$ cat config.mk
export PLATFORM = sky130hd
export DESIGN_NAME = four_wheel_mix_ramp_drive_top
export DESIGN_NICKNAME = d
export VERILOG_FILES = /design/src/fwmrd_pkg.sv /design/src/four_wheel_mix_ramp_drive_top.sv /design/src/fwmrd_mix.sv /design/src/fwmrd_lane.sv
export SDC_FILE = /design/constraint.sdc
export NUM_CORES = 1
export LEC_CHECK = 0
export ABC_AREA = 1
export BUFFER_PORTS_ARGS = -buffer_cell sky130_fd_sc_hd__clkbuf_2
export CORE_MARGIN = 1
export CORE_UTILIZATION = 45
export CTS_CLUSTER_DIAMETER = 60
export DETAILED_ROUTE_END_ITERATION = 8
export GPL_TIMING_DRIVEN = 1
export MAX_ROUTING_LAYER = met4
export PLACE_DENSITY_LB_ADDON = 0.1
export SYNTH_ARGS = -nofsm -noshare
export SYNTH_HDL_FRONTEND = slang
export SYNTH_HIERARCHICAL = 1
export SYNTH_SLANG_ARGS = --single-unit
$ cat constraint.sdc
create_clock -name clk -period 13.5 [get_ports clk]
set_input_delay 2.7 -clock clk [delete_from_list [all_inputs] [get_ports clk]]
set_output_delay 2.7 -clock clk [all_outputs]
set_load 0.01 [all_outputs]
$ cat src/fwmrd_pkg.sv
package fwmrd_pkg;

    // Request codes carried by req_type.
    typedef enum logic [1:0] {
        REQ_TICK    = 2'd0,
        REQ_SET     = 2'd1,
        REQ_VECTOR  = 2'd2,
        REQ_PATTERN = 2'd3
    } req_t;

    // Motion patterns; the remaining codes leave the setpoints alone.
    localparam logic [2:0] PAT_STOP     = 3'd0;
    localparam logic [2:0] PAT_FORWARD  = 3'd1;
    localparam logic [2:0] PAT_TURN     = 3'd2;
    localparam logic [2:0] PAT_DIAGONAL = 3'd3;
    localparam logic [2:0] PAT_PULLOVER = 3'd4;

    // Drive direction codes.
    localparam logic [1:0] DIR_OFF = 2'd0;
    localparam logic [1:0] DIR_FWD = 2'd1;
    localparam logic [1:0] DIR_REV = 2'd2;

    // Configuration register indices.
    localparam logic [1:0] CFG_RAMP_STEP   = 2'd0;
    localparam logic [1:0] CFG_SPEED_LIMIT = 2'd1;
    localparam logic [1:0] CFG_ARM_FACTOR  = 2'd2;

    localparam logic [7:0] RAMP_STEP_RESET   = 8'd5;
    localparam logic [7:0] SPEED_LIMIT_RESET = 8'd100;
    localparam logic [3:0] ARM_FACTOR_RESET  = 4'd1;

    localparam int NUM_CH = 4;

    // Unclamped setpoint; wide enough for Y + 15 * W.
    typedef logic signed [14:0] raw_t;

    typedef struct packed {
        logic             tick;
        logic [NUM_CH-1:0] load;
        raw_t [NUM_CH-1:0] raw;
    } mix_t;

    typedef struct packed {
        logic tick;
        logic load;
        raw_t raw;
    } lane_ctrl_t;

    typedef struct packed {
        logic [7:0] duty;
        logic [1:0] dir;
        logic       changed;
    } lane_stat_t;

    typedef struct packed {
        logic [NUM_CH-1:0][7:0] duty;
        logic [NUM_CH-1:0][1:0] dir;
        logic [NUM_CH-1:0]      mask;
    } result_t;

endpackage

$ cat src/four_wheel_mix_ramp_drive_top.sv
// Four-channel omni-wheel drive mixer with slew-rate limited speed ramps. Each
// input transaction is a tick or a command (set one channel, vector move or
// pattern move); every accepted transaction yields exactly one result giving
// the duty, direction and changed-channel mask of the present drive state.
// Setpoints are clamped to +/-speed_limit when written. The four channels are
// updated in parallel in the cycle the transaction is accepted, so one
// transaction is taken per clock while in_ready is high; the result is
// registered into a two-entry output queue, and in_ready drops only when
// both entries are held. Configuration writes are taken at once (cfg_ready
// is always high) and should be made while the block is idle.
module four_wheel_mix_ramp_drive_top
    import fwmrd_pkg::*;
(
    input  logic               clk,
    input  logic               rst_n,

    input  logic               cfg_valid,
    output logic               cfg_ready,
    input  logic        [1:0]  cfg_index,
    input  logic        [7:0]  cfg_data,

    input  logic               in_valid,
    output logic               in_ready,
    input  logic        [1:0]  req_type,
    input  logic        [1:0]  motor_index,
    input  logic signed [10:0] speed_value,
    input  logic        [2:0]  pattern,
    input  logic signed [9:0]  x_value,
    input  logic signed [9:0]  y_value,
    input  logic signed [9:0]  w_value,

    output logic               out_valid,
    input  logic               out_ready,
    output logic        [7:0]  duty_a,
    output logic        [7:0]  duty_b,
    output logic        [7:0]  duty_c,
    output logic        [7:0]  duty_d,
    output logic        [1:0]  dir_a,
    output logic        [1:0]  dir_b,
    output logic        [1:0]  dir_c,
    output logic        [1:0]  dir_d,
    output logic        [3:0]  changed_mask
);

    logic [7:0] ramp_step_reg;
    logic [7:0] speed_limit_reg;
    logic [3:0] arm_factor_reg;

    mix_t       mix;
    lane_stat_t stat [NUM_CH];
    result_t    item;

    logic       push;
    logic       pop;
    logic       v0_reg;
    logic       v0_next;
    logic       v1_reg;
    logic       v1_next;
    result_t    q0_reg;
    result_t    q0_next;
    result_t    q1_reg;
    result_t    q1_next;

    assign cfg_ready = 1'b1;

    always_ff @(posedge clk or negedge rst_n)
    begin
        if (!rst_n)
        begin
            ramp_step_reg   <= RAMP_STEP_RESET;
            speed_limit_reg <= SPEED_LIMIT_RESET;
            arm_factor_reg  <= ARM_FACTOR_RESET;
        end
        else if (cfg_valid)
        begin
            case (cfg_index)
                CFG_RAMP_STEP:   ramp_step_reg   <= cfg_data;
                CFG_SPEED_LIMIT: speed_limit_reg <= cfg_data;
                CFG_ARM_FACTOR:  arm_factor_reg  <= cfg_data[3:0];
                default:         ramp_step_reg   <= ramp_step_reg;
            endcase
        end
    end

    assign in_ready = !v1_reg;
    assign push     = in_valid && in_ready;
    assign pop      = v0_reg && out_ready;

    fwmrd_mix u_mix (
        .req_type    (req_type),
        .motor_index (motor_index),
        .speed_value (speed_value),
        .pattern     (pattern),
        .x_value     (x_value),
        .y_value     (y_value),
        .w_value     (w_value),
        .arm_factor  (arm_factor_reg),
        .mix         (mix)
    );

    for (genvar ch = 0; ch < NUM_CH; ch++)
    begin : g_lane
        lane_ctrl_t ctrl;

        assign ctrl.tick = mix.tick;
        assign ctrl.load = mix.load[ch];
        assign ctrl.raw  = mix.raw[ch];

        fwmrd_lane u_lane (
            .clk         (clk),
            .rst_n       (rst_n),
            .step_en     (push),
            .ctrl        (ctrl),
            .ramp_step   (ramp_step_reg),
            .speed_limit (speed_limit_reg),
            .stat        (stat[ch])
        );

        assign item.duty[ch] = stat[ch].duty;
        assign item.dir[ch]  = stat[ch].dir;
        assign item.mask[ch] = stat[ch].changed;
    end

    // Two-entry result queue: the head drives the outputs.
    always_comb
    begin
        v0_next = v0_reg;
        v1_next = v1_reg;
        q0_next = q0_reg;
        q1_next = q1_reg;
        if (pop)
        begin
            q0_next = q1_reg;
            v0_next = v1_reg;
            v1_next = 1'b0;
        end
        if (push)
        begin
            if (!v0_next)
            begin
                q0_next = item;
                v0_next = 1'b1;
            end
            else
            begin
                q1_next = item;
                v1_next = 1'b1;
            end
        end
    end

    always_ff @(posedge clk or negedge rst_n)
    begin
        if (!rst_n)
        begin
            v0_reg <= 1'b0;
            v1_reg <= 1'b0;
        end
        else
        begin
            v0_reg <= v0_next;
            v1_reg <= v1_next;
        end
    end

    always_ff @(posedge clk)
    begin
        q0_reg <= q0_next;
        q1_reg <= q1_next;
    end

    assign out_valid    = v0_reg;
    assign duty_a       = q0_reg.duty[0];
    assign duty_b       = q0_reg.duty[1];
    assign duty_c       = q0_reg.duty[2];
    assign duty_d       = q0_reg.duty[3];
    assign dir_a        = q0_reg.dir[0];
    assign dir_b        = q0_reg.dir[1];
    assign dir_c        = q0_reg.dir[2];
    assign dir_d        = q0_reg.dir[3];
    assign changed_mask = q0_reg.mask;

`ifndef SYNTHESIS
    // The second queue entry is only ever occupied behind the first.
    a_queue_order: assert property (@(posedge clk) disable iff (!rst_n)
        v1_reg |-> v0_reg)
        else $error("result queue tail held without a head");

    // A full queue that drains without refill leaves exactly one result.
    a_queue_drain: assert property (@(posedge clk) disable iff (!rst_n)
        (v1_reg && pop && !push) |=> (v0_reg && !v1_reg))
        else $error("result lost or duplicated while draining");

    // An accepted transaction into an empty queue is offered next cycle.
    a_push_shows: assert property (@(posedge clk) disable iff (!rst_n)
        (push && !v0_reg) |=> out_valid)
        else $error("accepted transaction produced no result");

    // Channel A, when reported as off, must show zero duty.
    a_dir_duty: assert property (@(posedge clk) disable iff (!rst_n)
        (out_valid && dir_a == DIR_OFF) |-> (duty_a == 8'd0))
        else $error("channel A off with non-zero duty");
`endif

endmodule

$ cat src/fwmrd_mix.sv
module fwmrd_mix
    import fwmrd_pkg::*;
(
    input  logic        [1:0]  req_type,
    input  logic        [1:0]  motor_index,
    input  logic signed [10:0] speed_value,
    input  logic        [2:0]  pattern,
    input  logic signed [9:0]  x_value,
    input  logic signed [9:0]  y_value,
    input  logic signed [9:0]  w_value,
    input  logic        [3:0]  arm_factor,
    output mix_t               mix
);

    raw_t x_s;
    raw_t y_s;
    raw_t w_s;
    raw_t arm_s;
    raw_t rot;
    raw_t sv_s;

    assign x_s   = {{5{x_value[9]}}, x_value};
    assign y_s   = {{5{y_value[9]}}, y_value};
    assign w_s   = {{5{w_value[9]}}, w_value};
    assign sv_s  = {{4{speed_value[10]}}, speed_value};
    assign arm_s = {11'd0, arm_factor};
    // The product of a 4-bit factor and a 10-bit term always fits in 15 bits.
    assign rot   = arm_s * w_s;

    always_comb
    begin
        mix.tick = 1'b0;
        mix.load = '0;
        mix.raw  = '{default: '0};
        case (req_t'(req_type))
            REQ_TICK:
            begin
                mix.tick = 1'b1;
            end
            REQ_SET:
            begin
                mix.load[motor_index] = 1'b1;
                mix.raw = '{default: sv_s};
            end
            REQ_VECTOR:
            begin
                mix.load   = '1;
                mix.raw[0] = y_s + rot;
                mix.raw[1] = rot - x_s;
                mix.raw[2] = rot - y_s;
                mix.raw[3] = x_s + rot;
            end
            REQ_PATTERN:
            begin
                case (pattern)
                    PAT_STOP:
                    begin
                        mix.load = '1;
                    end
                    PAT_FORWARD:
                    begin
                        mix.load   = '1;
                        mix.raw[0] = x_s - y_s;
                        mix.raw[1] = x_s - y_s;
                        mix.raw[2] = x_s + y_s;
                        mix.raw[3] = x_s + y_s;
                    end
                    PAT_TURN:
                    begin
                        mix.load   = '1;
                        mix.raw[0] = x_s - y_s;
                        mix.raw[1] = x_s + y_s;
                        mix.raw[2] = x_s - y_s;
                        mix.raw[3] = x_s + y_s;
                    end
                    PAT_DIAGONAL:
                    begin
                        mix.load   = '1;
                        mix.raw[0] = x_s;
                        mix.raw[2] = x_s;
                    end
                    PAT_PULLOVER:
                    begin
                        mix.load   = '1;
                        mix.raw[0] = -x_s;
                        mix.raw[1] = x_s;
                        mix.raw[2] = -x_s;
                        mix.raw[3] = x_s;
                    end
                    default:
                    begin
                        mix.load = '0;
                    end
                endcase
            end
            default:
            begin
                mix.tick = 1'b0;
            end
        endcase
    end

endmodule

$ cat src/fwmrd_lane.sv
module fwmrd_lane
    import fwmrd_pkg::*;
(
    input  logic       clk,
    input  logic       rst_n,
    input  logic       step_en,
    input  lane_ctrl_t ctrl,
    input  logic [7:0] ramp_step,
    input  logic [7:0] speed_limit,
    output lane_stat_t stat
);

    logic signed [8:0] target_reg;
    logic signed [8:0] target_next;
    logic signed [8:0] present_reg;
    logic signed [8:0] present_next;
    raw_t              lim_pos;
    raw_t              lim_neg;
    raw_t              raw_s;
    logic signed [9:0] cur_w;
    logic signed [9:0] tgt_w;
    logic signed [9:0] step_w;
    logic signed [9:0] up_w;
    logic signed [9:0] dn_w;
    logic signed [8:0] mag;

    assign lim_pos = {7'd0, speed_limit};
    assign lim_neg = -lim_pos;
    assign raw_s   = ctrl.raw;
    assign cur_w   = {present_reg[8], present_reg};
    assign tgt_w   = {target_reg[8], target_reg};
    assign step_w  = {2'b00, ramp_step};
    assign up_w    = cur_w + step_w;
    assign dn_w    = cur_w - step_w;

    always_comb
    begin
        target_next = target_reg;
        if (ctrl.load)
        begin
            if (raw_s > lim_pos)
            begin
                target_next = lim_pos[8:0];
            end
            else if (raw_s < lim_neg)
            begin
                target_next = lim_neg[8:0];
            end
            else
            begin
                target_next = raw_s[8:0];
            end
        end
    end

    // On a tick, move toward the setpoint by one ramp step, stopping exactly on it.
    always_comb
    begin
        present_next = present_reg;
        if (ctrl.tick)
        begin
            if (tgt_w > cur_w)
            begin
                present_next = (up_w > tgt_w) ? target_reg : up_w[8:0];
            end
            else if (tgt_w < cur_w)
            begin
                present_next = (dn_w < tgt_w) ? target_reg : dn_w[8:0];
            end
        end
    end

    always_ff @(posedge clk or negedge rst_n)
    begin
        if (!rst_n)
        begin
            target_reg  <= '0;
            present_reg <= '0;
        end
        else if (step_en)
        begin
            target_reg  <= target_next;
            present_reg <= present_next;
        end
    end

    assign mag          = present_next[8] ? -present_next : present_next;
    assign stat.duty    = mag[7:0];
    assign stat.dir     = present_next[8] ? DIR_REV :
                          ((present_next != '0) ? DIR_FWD : DIR_OFF);
    assign stat.changed = (present_next != present_reg);

endmodule
==> metrics <==
status completed; Net count, final 4978; number of max-cap violations 0; top cells by count, synth nand2_1, inv_1, nand3_1, ha_1, o21ai_0; dominant synthesized flop cell dfrtp_1; Initial Utilization 45.7%; vias in the first global route 25.8k; crit path time final 8.68 ns; largest cells by area after synthesis nand2_1, ha_1, inv_1, nand3_1, dfrtp_1; row count 91; worst path required time 13.91 ns; Max Clk Rate 0.115 GHz; Post-Syn Instances 4490; RSZ-0062 raised after global routing false; synthesized area per cell 6.29 µm²; chip width 252 µm; critical path arrival 9.08 ns; Filler Cells Inserted 6584; CTS tree yes; FF+latch count, synth 182; met2 routed WL 41700 µm; Syn Nets 4961; Hold Path Depth 2; Area Growth Syn to Fin 5.78%; multiplexer area fraction after synthesis 0%; Critical Path End Type flop; Min Hold Slack 0.493 ns; layout cells sized above 1 8.27%; Synth area leader nand2_1; post-route ant nets 0; first-pass GRT wire length 144000 µm; Yosys top cell area share 17.4%; Post-Synth XOR/XNOR Area 2.64%; PortBufs 108; worst setup path class primary input to flop; Async S/R FF share, synth 51.6%; Max clock buf depth 2; startpoint types primary input; utilization after layout 48.3%; number of DRC markers in iteration 0 2345; largest net degree at the start of global routing 50; htree depth 4; crit path max fanout 10; max reg flops 44; Reg2Reg Depth 39; WL met3 4270 µm; drt first pass iters 6; Worst-Skew Late Latency 0.50 ns; CTS sink cnt 182; Fin Setup TNS 0 ns; largest family of logic cells by synthesized area simple AND/OR/NAND/NOR gates; synth unique cells 64; fin. max-slew vios 0; clk_skew 0.0240 ns; clk slew on worst S/H paths 0.07 ns; n_diodes 0; slew margin rel. 40.0%; Overflow after GRT 0; Hold Fails Final Rpt 0; Max Used Layer met4; placed instance count 5325; Multi-input gate area 20200 µm²; Syn Std Cell Area 28200 µm²; crit share post-route 64.3%; Synth Area in Adders 19.0%; post-synthesis sequential area ratio 16.2%; CP dominant cell by count nand2_1; post-DP HPWL 74500 µm; GRT Total Usage 29.4%; Final Non-Filler Cells 5357; core area 61800 µm²; die span in y 252 µm; gpl congestion 0.987; number of enable flip-flop cells after synthesis 44; die area 63700 µm²; DR WL/cell 17.0 µm; worst hold path class flop to flop; DRC viols 0; CTS hold repair buffers 0; Via density 5.33; Routed Wire Length 91200 µm; wl on met1 43100 µm; FF/Latch Area 4560 µm²; most frequent cell after synthesis nand2_1; CP max stage delay 0.54 ns; CTS Buf Count 17; CTS Root Buffer Type clkbuf_16; Worst Max-Slew Pin Slew 0.897 ns; io pins 110; Ys Warns 6; slowest CP cell fa_1; antenna violations before repair 0; simple-gate share of the synthesized area 37.5%; Compound-Gate Fraction of Synth Area 12.3%; Vias 28.6k; post-CTS resize count 0; endpoints failing setup 0; Post-CTS Setup Repair Bufs 0
-- per-stage QoR --
step	setup WS (ns)	instance area, µm²
after floorplan	5.19	28200
after global placement	4.37	29200
after detailed placement	4.36	29200
after CTS	4.89	29900
after global routing	4.18	29900
final	4.82	29900
-- path summary, 6_finish.rpt --
| kind | startpoint | endpoint | slack [ns] |
|---|---|---|---|
| min in group asynchronous | rst_n | g_lane[2].u_lane/present_reg[8] | 2.23 |
| worst min register to register | speed_limit_reg[0] | speed_limit_reg[0] | 0.49 |
| worst max register to register | arm_factor_reg[2] | g_lane[3].u_lane/target_reg[4] | 6.57 |
| max in group asynchronous | rst_n | speed_limit_reg[7] | 10.10 |
| worst max-delay path | w_value[2] | g_lane[3].u_lane/target_reg[4] | 4.82 |
| worst min-delay path | speed_limit_reg[0] | speed_limit_reg[0] | 0.49 |
-- layout by cell type (no fill, tap or decap), types with 9 or more instances in the layout --
master	instances
a22oi_1	9
nor2_1	227
xor2_1	70
a21oi_1	208
o21ai_0	237
nor3_1	38
buf_4	23
clkbuf_2	107
nand4_1	68
o22ai_1	19
dfrtp_1	88
nand2_4	12
edfxtp_1	44
inv_1	688
nor2_4	18
nor2_2	23
ha_1	373
nand2_1	1312
a31oi_1	15
o21bai_1	17
inv_2	24
nand3_1	502
a21oi_2	15
o221ai_1	10
o21ai_1	17
nand3b_1	27
nor4_1	27
dfxtp_1	44
xnor2_1	15
a21o_1	11
nand2_2	46
fa_1	35
o211ai_1	12
clkbuf_16	17
nand3_2	34
-- worst max-delay path, delay by kind of cell --
kind / cells / cell delay (ns)
AOI/OAI and AO/OA: 7 / 0.99
adders and majority gates: 6 / 2.34
buffers and inverters: 8 / 0.81
and+or+nand+nor: 21 / 2.20
-- kinds of logic after synthesis --
logic type,count (synthesis)
buffers and inverters,851
AND/OR/NAND/NOR,2354
other,1
XOR/XNOR,85
AO/OA/AOI/OAI,609
flip-flops,182
adder cells (fa/ha/maj),408
-- metal layers --
layer / vias to the layer above / track usage (%)
li1: 14700 / -
met1: 13100 / 39.8
met2: 722 / 47.1
met3: 99 / 2.37
met4: 0 / 7.79
met5: - / -
-- cell type report --
| type | count | area share [%] |
|---|---|---|
| clock inverter | 15 | 0.650 |
| tap | 837 | 3.51 |
| inverter | 719 | 9.12 |
| sequential | 182 | 15.3 |
| timing repair buffer | 130 | 2.37 |
| clock buffer | 17 | 1.42 |
| multi-input combinational | 3457 | 67.6 |
Power is left out: the tool's default activity adds up to more than one toggle a clock period on the data nets, which glitch-free logic cannot reach.
